--- config.mk ---
export PLATFORM = sky130hd
export DESIGN_NAME = sound_log_command_parser_core
export DESIGN_NICKNAME = d
export VERILOG_FILES = /design/src/sv/slcp_pkg.sv /design/src/sv/sound_log_command_parser_core.sv
export SDC_FILE = /design/constraint.sdc
export NUM_CORES = 1
export LEC_CHECK = 0
export BUFFER_PORTS_ARGS = -buffer_cell sky130_fd_sc_hd__buf_2
export CELL_PAD_IN_SITES_DETAIL_PLACEMENT = 1
export CELL_PAD_IN_SITES_GLOBAL_PLACEMENT = 2
export CORE_MARGIN = 2
export CORE_UTILIZATION = 40
export CTS_CLUSTER_DIAMETER = 200
export DETAILED_ROUTE_END_ITERATION = 8
export GPL_ROUTABILITY_DRIVEN = 0
export GPL_TIMING_DRIVEN = 0
export PLACE_DENSITY_LB_ADDON = 0.1
export SETUP_SLACK_MARGIN = 0.2
export SYNTH_ARGS = -nofsm -noshare
export SYNTH_HDL_FRONTEND = slang
export SYNTH_SLANG_ARGS = --single-unit
--- constraint.sdc ---
create_clock -name i_clk -period 25.4 [get_ports i_clk]
set_clock_uncertainty 0.1 [all_clocks]
set_input_delay 5.08 -clock i_clk [delete_from_list [all_inputs] [get_ports i_clk]]
set_output_delay 5.08 -clock i_clk [all_outputs]
set_load 0.01 [all_outputs]
--- src/sv/slcp_pkg.sv ---
// Shared types and constants for the sound log command parser.
package slcp_pkg;

    // Count bytes that contribute bits to a wait count
    localparam int MAX_COUNT_BYTES = 4;
    localparam int ACC_W           = 7 * MAX_COUNT_BYTES;
    localparam int SHIFT_W         = $clog2(MAX_COUNT_BYTES + 1);
    localparam int WAIT_W          = 29;
    localparam int OFFSET_W        = 32;
    localparam int BYTE_W          = 8;

    localparam logic [63:0] FIELD_MAX = 64'h1FFF_FFFF;
    localparam logic [63:0] CAP_RAW   = (ACC_W >= 29) ? FIELD_MAX
                                        : ((64'd1 << ACC_W) + 64'd1);
    localparam logic [63:0] CAP_64    = (CAP_RAW > FIELD_MAX) ? FIELD_MAX : CAP_RAW;
    localparam logic [WAIT_W-1:0] WAIT_CAP = CAP_64[WAIT_W-1:0];

    // Command bytes
    localparam logic [BYTE_W-1:0] CMD_SYNC  = 8'hFF;
    localparam logic [BYTE_W-1:0] CMD_NSYNC = 8'hFE;
    localparam logic [BYTE_W-1:0] CMD_END   = 8'hFD;

    typedef enum logic [1:0] {
        PH_IDLE  = 2'd0,
        PH_ADDR  = 2'd1,
        PH_DATA  = 2'd2,
        PH_COUNT = 2'd3
    } t_phase;

    typedef enum logic [1:0] {
        KIND_WRITE = 2'd0,
        KIND_WAIT  = 2'd1,
        KIND_LOOP  = 2'd2,
        KIND_END   = 2'd3
    } t_kind;

endpackage

--- src/sv/sound_log_command_parser_core.sv ---
// Top level: byte-wise command decoder for a sound-chip register log.
// A result is registered and appears on the output in the cycle after the byte that completes it.
// Throughput: one stream byte per cycle; the single result register is reloaded in the
// same cycle it is taken, so input ready only drops while a result waits unclaimed.
// Reset (synchronous, active low) returns the phase to idle, clears the count state,
// clears loop_offset and drops any pending result or partial command.
module sound_log_command_parser_core
    import slcp_pkg::*;
(
    input  logic                i_clk,
    input  logic                i_rst_n,
    // configuration
    input  logic                i_cfg_we,
    input  logic [OFFSET_W-1:0] i_cfg_wdata,
    // input channel
    input  logic                i_in_valid,
    output logic                o_in_ready,
    input  logic [BYTE_W-1:0]   i_stream_byte,
    // output channel
    output logic                o_out_valid,
    input  logic                i_out_ready,
    output logic [1:0]          o_kind,
    output logic [BYTE_W-1:0]   o_device_number,
    output logic [BYTE_W-1:0]   o_reg_address,
    output logic [BYTE_W-1:0]   o_reg_value,
    output logic [WAIT_W-1:0]   o_wait_ticks,
    output logic [OFFSET_W-1:0] o_restart_offset
);

    // ------------------------------------------------------------------
    // Decoder state
    // ------------------------------------------------------------------
    t_phase               r_phase, n_phase;
    logic [OFFSET_W-1:0]  r_loop_offset;
    logic [BYTE_W-1:0]    r_held_device, n_held_device;
    logic [BYTE_W-1:0]    r_held_address, n_held_address;
    logic [ACC_W-1:0]     r_count_acc, n_count_acc;
    logic [SHIFT_W-1:0]   r_count_shift, n_count_shift;
    logic                 r_count_ovf, n_count_ovf;

    // Result register (output stage)
    logic                 r_out_valid;
    t_kind                r_kind, n_kind;
    logic [BYTE_W-1:0]    r_device, n_device;
    logic [BYTE_W-1:0]    r_address, n_address;
    logic [BYTE_W-1:0]    r_value, n_value;
    logic [WAIT_W-1:0]    r_wait, n_wait;
    logic [OFFSET_W-1:0]  r_offset, n_offset;
    logic                 n_has_result;

    logic                 accept;
    logic [ACC_W:0]       count_plus2;
    logic [63:0]          count_plus2_64;

    // Accept while the result stage is empty or is being drained this cycle
    assign o_in_ready = !r_out_valid || i_out_ready;
    assign accept     = i_in_valid && o_in_ready;

    // ------------------------------------------------------------------
    // Next phase
    // ------------------------------------------------------------------
    always_comb begin
        n_phase = r_phase;
        unique case (r_phase)
            PH_IDLE: begin
                if (i_stream_byte == CMD_NSYNC) begin
                    n_phase = PH_COUNT;
                end else if (i_stream_byte != CMD_SYNC && i_stream_byte != CMD_END) begin
                    n_phase = PH_ADDR;
                end
            end
            PH_ADDR:  n_phase = PH_DATA;
            PH_DATA:  n_phase = PH_IDLE;
            PH_COUNT: begin
                // Continuation bit keeps the count open
                if (!i_stream_byte[7]) begin
                    n_phase = PH_IDLE;
                end
            end
            default:  n_phase = PH_IDLE;
        endcase
    end

    // ------------------------------------------------------------------
    // Held fields, count state and result
    // ------------------------------------------------------------------
    always_comb begin
        n_held_device  = r_held_device;
        n_held_address = r_held_address;
        n_count_acc    = r_count_acc;
        n_count_shift  = r_count_shift;
        n_count_ovf    = r_count_ovf;
        n_has_result   = 1'b0;
        n_kind         = KIND_WRITE;
        n_device       = '0;
        n_address      = '0;
        n_value        = '0;
        n_wait         = '0;
        n_offset       = '0;
        count_plus2    = '0;
        count_plus2_64 = '0;
        unique case (r_phase)
            PH_IDLE: begin
                if (i_stream_byte == CMD_SYNC) begin
                    n_has_result = 1'b1;
                    n_kind       = KIND_WAIT;
                    n_wait       = WAIT_W'(1);
                end else if (i_stream_byte == CMD_NSYNC) begin
                    n_count_acc   = '0;
                    n_count_shift = '0;
                    n_count_ovf   = 1'b0;
                end else if (i_stream_byte == CMD_END) begin
                    n_has_result = 1'b1;
                    if (r_loop_offset != '0) begin
                        n_kind   = KIND_LOOP;
                        n_offset = r_loop_offset;
                    end else begin
                        n_kind   = KIND_END;
                    end
                end else begin
                    n_held_device = i_stream_byte;
                end
            end
            PH_ADDR: begin
                n_held_address = i_stream_byte;
            end
            PH_DATA: begin
                n_has_result = 1'b1;
                n_kind       = KIND_WRITE;
                n_device     = r_held_device;
                n_address    = r_held_address;
                n_value      = i_stream_byte;
            end
            PH_COUNT: begin
                if (r_count_shift < SHIFT_W'(MAX_COUNT_BYTES)) begin
                    // Drop the seven payload bits into the slot picked by the byte count
                    for (int k = 0; k < MAX_COUNT_BYTES; k++) begin
                        if (r_count_shift == SHIFT_W'(k)) begin
                            n_count_acc[7*k +: 7] = i_stream_byte[6:0];
                        end
                    end
                    n_count_shift = r_count_shift + SHIFT_W'(1);
                end else begin
                    n_count_ovf = 1'b1;
                end
                // Wait value from the completed count: accumulator plus two, clamped
                // to the cap. The accumulator already holds this byte's bits.
                count_plus2    = {1'b0, n_count_acc} + (ACC_W+1)'(2);
                count_plus2_64 = 64'(count_plus2);
                if (!i_stream_byte[7]) begin
                    n_has_result = 1'b1;
                    n_kind       = KIND_WAIT;
                    if (n_count_ovf || (count_plus2_64 > CAP_64)) begin
                        n_wait = WAIT_CAP;
                    end else begin
                        n_wait = count_plus2_64[WAIT_W-1:0];
                    end
                end
            end
            default: begin
                n_has_result = 1'b0;
            end
        endcase
    end

    // ------------------------------------------------------------------
    // Registers
    // ------------------------------------------------------------------
    always_ff @(posedge i_clk) begin
        if (!i_rst_n) begin
            r_phase        <= PH_IDLE;
            r_loop_offset  <= '0;
            r_held_device  <= '0;
            r_held_address <= '0;
            r_count_acc    <= '0;
            r_count_shift  <= '0;
            r_count_ovf    <= 1'b0;
            r_out_valid    <= 1'b0;
        end else begin
            if (i_cfg_we) begin
                r_loop_offset <= i_cfg_wdata;
            end
            if (accept) begin
                r_phase        <= n_phase;
                r_held_device  <= n_held_device;
                r_held_address <= n_held_address;
                r_count_acc    <= n_count_acc;
                r_count_shift  <= n_count_shift;
                r_count_ovf    <= n_count_ovf;
                r_out_valid    <= n_has_result;
            end else if (i_out_ready) begin
                r_out_valid    <= 1'b0;
            end
        end
    end

    // Result payload: load only when a new result is produced
    always_ff @(posedge i_clk) begin
        if (accept && n_has_result) begin
            r_kind    <= n_kind;
            r_device  <= n_device;
            r_address <= n_address;
            r_value   <= n_value;
            r_wait    <= n_wait;
            r_offset  <= n_offset;
        end
    end

    assign o_out_valid      = r_out_valid;
    assign o_kind           = r_kind;
    assign o_device_number  = r_device;
    assign o_reg_address    = r_address;
    assign o_reg_value      = r_value;
    assign o_wait_ticks     = r_wait;
    assign o_restart_offset = r_offset;

`ifndef SYNTHESIS
    a_shift_bound: assert property (@(posedge i_clk) disable iff (!i_rst_n)
        r_count_shift <= SHIFT_W'(MAX_COUNT_BYTES))
        else $error("count byte index beyond limit");

    a_ovf_full: assert property (@(posedge i_clk) disable iff (!i_rst_n)
        r_count_ovf |-> (r_count_shift == SHIFT_W'(MAX_COUNT_BYTES)))
        else $error("count overflow before all count bytes taken");

    a_wait_range: assert property (@(posedge i_clk) disable iff (!i_rst_n)
        (r_out_valid && r_kind == KIND_WAIT) |-> (r_wait != '0 && r_wait <= WAIT_CAP))
        else $error("wait result out of range");

    a_nonwrite_clear: assert property (@(posedge i_clk) disable iff (!i_rst_n)
        (r_out_valid && r_kind != KIND_WRITE) |->
            (r_device == '0 && r_address == '0 && r_value == '0))
        else $error("write fields set on non-write result");

    a_result_held: assert property (@(posedge i_clk) disable iff (!i_rst_n)
        (r_out_valid && !i_out_ready) |=> (r_out_valid && $stable(r_kind)))
        else $error("pending result lost or altered");
`endif

endmodule
Word level (Yosys, flattened, before mapping). Index checks and enable logic that the tools add are counted.

Add/subtract/negate cells: 2. Order comparisons: 2. Equal/unequal tests: 16. Muxes and demuxes: 39. Bitwise operators: 5. Reduce and logical (&&, ||, !) cells: 17.

Operators by type and width (number): $mux 28 (4); $mux 29 (2); $pmux 29 s2 (1); $pmux 28 s2 (1); $reduce_bool 32->1 (1); $add 28x2->29 const B (1); $gt 29x29->1 const B (1); $mux 7 (4); $eq 8x8->1 const B (3); $ne 8x8->1 const B (2); $mux 1 (13); $mux 2 (6); $reduce_and 5->1 (2); $mux 3 (3); $ne 2x2->1 const B (4); $pmux 2 s4 (1); $eq 3x2->1 const B (2); $pmux 3 s2 (1); $not 1->1 (5); $reduce_or 5->1 (1); $eq 2x2->1 const B (2); $pmux 2 s2 (1); $reduce_and 4->1 (1); $reduce_bool 2->1 (2); 14 further kinds (17).

Register bits after elaboration: 170. Input bits: 45. Output and inout port bits: 89.

Longest topological paths before layout.
Depth in word-level cells: 10. Mapped depth: 15.

Worst setup path before layout. OpenSTA, ideal clock, no wires.

Path type: input -> register. Start point: in i_stream_byte[0]. End point: reg r_device[0] (netlist: o_device_number[0]), enable pin. Setup time: 0.642 ns. Arrival time: 11.888 ns. Setup slack: 12.771 ns. Stages: 5. Path buffers: 1. Cell sequence: clkbuf_1 inv_1 nor4_1 nor3_1 nor3_1.

Longest elaborated chain between the ends: 6. Elaborated cells between the ends (all ways): 8. Classes of those cells: eq/ne (3); mux (4); reduce/logical (1).

RTL lines: from (decl) (RTL line sound_log_command_parser_core.sv:18) `input logic [BYTE_W-1:0] i_stream_byte,`; $eq 8x8->1 (RTL line sound_log_command_parser_core.sv:112) `end else if (i_stream_byte == CMD_END) begin`; $mux 1 (RTL line sound_log_command_parser_core.sv:112); $mux 1 (RTL line sound_log_command_parser_core.sv:108) `end else if (i_stream_byte == CMD_NSYNC) begin`; $mux 1 * (RTL line sound_log_command_parser_core.sv:104) `if (i_stream_byte == CMD_SYNC) begin`; $pmux 1 s3 * (RTL line sound_log_command_parser_core.sv:102) `unique case (r_phase)`; $logic_and 1x1->1 * (RTL line sound_log_command_parser_core.sv:199) `if (accept && n_has_result) begin`; to (signal assigned) (RTL line sound_log_command_parser_core.sv:201) `r_device <= n_device;`; to (decl) (RTL line sound_log_command_parser_core.sv:44) `logic [BYTE_W-1:0] r_device, n_device;`.

Mark *: on every way between the ends. The rest lies on a longest branch, timed or not. A chain may end at the register's enable or synchronous reset.

Worst setup path in the final report.
Start point: in i_out_ready. End point: out o_in_ready.

Longest elaborated chain between the ends: 1.

RTL lines: from (decl) (RTL line sound_log_command_parser_core.sv:21) `input logic i_out_ready,`; $logic_or 1x1->1 (RTL line sound_log_command_parser_core.sv:56) `assign o_in_ready = !r_out_valid || i_out_ready;`; to (decl) (RTL line sound_log_command_parser_core.sv:17) `output logic o_in_ready,`.

No other way between the ends.

==> metrics.yaml <==
run_status:
  status: "finished clean"
global_route:
  grt_pass1_wl_mm: 36.4
  gr-total-overflow: 0
  grt_start_max_net_pins: 20
  grt_antenna_before_repair: 0
  track_usage_pct: 21.8
  grt_pass1_vias: 6512
route:
  drt-pass1-iter-count: 5
  viasPerCell: 5.30
  drt-total-wl_mm: 23.6
  dr_total_vias: 6334
  detail_route.wl_per_cell_um: 19.8
  postRouteAntennaNets: 0
  drc: 0
  drt-initial-drc-count: 241
clocking:
  postCtsHoldBufs: 0
  numCtsBuffers: 17
  cts_root_buf: "clkbuf_16"
  clock-sinks: 170
  cts_setup_buffers: 0
  cts_resized: 0
  cts_max_path_buffers: 2
  cts_htree_levels: 4
  clk_latency_ns: 0.43
  cts.clk_slew.worst_paths_ns: 0.08
  cts_tree: "done"
yosys:
  synth_nets: 812
  avgSynthCellArea_um2: 11.0
  syn_inst: 756
  synth_edf_count: 87
  ys_seq_area_share_pct: 51.5
  yosys_register_bits: 170
  ys.flop_type: "edfxtp_1"
  synth.distinct_cells: 62
  synthArstFlopShare_pct: 0
  synthesis.area_um2: 8300
  ys.warnings.count: 0
placement:
  io_buffers: 129
  dp_slack_ns: 14.65
  dp_hpwl_mm: 17.9
finish:
  final-seq-area_um2: 4270
  fin_nets: 967
  fin_util_pct: 49.3
  multi_input_area_um2: 3770
  drive_gt1_share_pct: 22.8
  nFillCells: 2290
  area_growth_pct: 20.5
timing:
  min_period_ns: 10.75
  finalMaxSlewViolations: 0
  max_slew_margin_pct: 23.8
  finalWorstSetupSlack_ns: 14.65
  rsz0062_at_grt: "false"
  tightest_slew_ns: 1.14
  finalSetupViolCount: 0
  fmax_mhz: 93.0
  hold_viol: 0
  fin_crit_sh_pct: 42.3
  setup_tns_ns: 0
die:
  die_area_um2: 21900
  pin_count: 134
  die_y_um: 148
  rows: 52
  start_util_pct: 40.9
  die_x_um: 148
  core-area_um2: 20300
critical_path:
  critPathRequiredTime_ns: 20.22
  rr_startpoint: "r_count_shift[0]"
  path_max_fanout: 5
  slowest_stage: "nand2b_1"
  critical_path_arrival_ns: 5.57
  cpMostUsedCell: "buf_2"
  crit_chain: "buf_2, nand2b_1, buf_2"
  crit_buf_inv: 2
  cp_top_family: "buffers and inverters"
  critPathMaxStageDelay_ns: 0.21
  end_kind: "output port"
  startpoint: "i_out_ready"
  cp-start-kind: "input pin"
  setup.worst_path.class: "input pin to output port"
pwr:
  p_leak_uw: 0.00394
  ir_drop_uv: 41.5
  power_density_nw_per_um2: 62.4
flow_run:
  max_cap_viol_count: 0
hold_path:
  hold_path_startpoint: "r_held_address[4]"
  hold_path_class: "register to register"
[tightest hold or removal path: stages, from the launching register on]
cell	delay, ns
dfxtp_1	0.32
mux2i_1	0.06
nor2b_1	0.10
[per-layer routing]
layer	vias to the layer above	track usage [%]	part of all wire (%)
li1	3022	-	-
met1	3154	28.6	44
met2	141	37.8	50
met3	17	3.80	4.8
met4	0	4.67	0.92
met5	-	0	0
[final timing paths]
kind	end	cells after the start	slack, ns
hold / removal	r_held_address[4]	2	0.42
setup / recovery	o_in_ready	3	14.65
hold reg to reg	r_held_address[4]	2	0.42
setup reg to reg	o_wait_ticks[0]	14	20.78
[kinds of logic (layout without fill, tap and decap cells)]
kind of cell | after synthesis | after routing | synth area share (%)
xor gates and xnor gates | 29 | 29 | 3.06
other | 0 | 1 | 0
buffers and inverters | 56 | 224 | 3.08
DFF | 170 | 170 | 51.5
adders and majority gates | 11 | 11 | 1.66
muxes | 94 | 94 | 12.1
and+or+nand+nor | 315 | 315 | 21.8
AOI/OAI and AO/OA | 81 | 81 | 6.77
[layout by cell type (no fill, tap or decap), types with 5 or more instances in the layout]
cell type | synthesis | final
nand2b_1 | 6 | 6
nand3_1 | 17 | 17
inv_1 | 11 | 11
a21oi_1 | 9 | 9
mux2i_1 | 76 | 76
ha_1 | 11 | 11
mux2_2 | 10 | 10
nor2b_1 | 72 | 72
xnor2_1 | 19 | 19
buf_1 | 5 | 5
clkbuf_1 | 31 | 31
nor2_1 | 25 | 25
nor4_1 | 18 | 18
dfxtp_1 | 83 | 83
o21ai_0 | 17 | 17
edfxtp_1 | 87 | 87
a32oi_1 | 8 | 8
nor3_1 | 26 | 25
clkinv_8 | 0 | 6
and3_1 | 8 | 8
a22oi_1 | 14 | 14
clkbuf_16 | 0 | 17
nand4_1 | 9 | 9
and2_1 | 68 | 68
buf_2 | 3 | 132
buf_6 | 5 | 11
nand2_1 | 47 | 47
xor2_1 | 10 | 10
[final cells by class]
class,instances,share of cell area (%)
diodes,1,0.0250
plain buffers,45,2.14
clock buffers,17,4.25
clock inverters,15,2.01
inverters,11,0.413
multi-input cells,530,37.8
flip-flops and latches,170,42.7
well taps,270,3.38
repair buffers,136,7.28
[registers in the layout, indices dropped and copies added, names as in the netlist]
name	count
o_restart_offset	32
r_loop_offset	32
o_wait_ticks	29
r_count_acc	28
o_device_number	8
o_reg_address	8
o_reg_value	8
r_held_address	8
r_held_device	8
r_count_shift	3
o_kind	2
r_phase	2
o_out_valid	1
r_count_ovf	1
[report_power, final]
group	switching [uW]	internal (uW)	total (uW)
sequential	4.17	296	300
combinational	33.0	19.6	52.5
clock	128	143	271
[metrics by stage]
| stage | std cells | hold slack (ns) | instance area, um^2 | power, uW |
|---|---|---|---|---|
| final | 1195 | 0.421 | 10000 | 624 |
| after floorplan | 756 | 0.367 | 8300 | 338 |
| after global placement | 1155 | 0.394 | 9280 | 357 |
| after detailed placement | 1162 | 0.403 | 9370 | 359 |
| after global routing | 1194 | 0.449 | 10000 | 646 |
| after CTS | 1194 | 0.423 | 10000 | 629 |
[Yosys cell counts, types with 2 or more instances]
library cell  count  area (um^2)
nand4_1           9         56.3
nor2b_1          72          450
nor2b_2           2         17.5
mux2i_2           4         55.1
o21ai_0          17         85.1
buf_1             5         18.8
xnor2_1          19          166
o31ai_1           3         22.5
dfxtp_1          83         1660
mux2_2           10          113
inv_1            11         41.3
mux2_4            2         30.0
buf_2             3         15.0
a21oi_1           9         45.0
nor2_1           25         93.8
nor3_1           26          130
nor4_1           18          113
mux2i_4           2         45.0
nand3_1          17         85.1
buf_6             5         56.3
nor3b_1           2         15.0
o21ai_1           3         15.0
and2_1           68          425
a31oi_1           4         25.0
o21a_1            3         22.5
or3_1             3         18.8
nand2_1          47          176
nand2b_1          6         37.5
nand4_4           2         42.5
a21o_1            3         22.5
clkbuf_1         31          116
a32oi_1           8         70.1
a22oi_1          14          105
a21boi_0          3         22.5
and3_1            8         50.1
edfxtp_1         87         2610
mux2i_1          76          761
ha_1             11          138
a31o_2            3         26.3
xor2_1           10         87.6
Power figures use the tool's default switching activity.
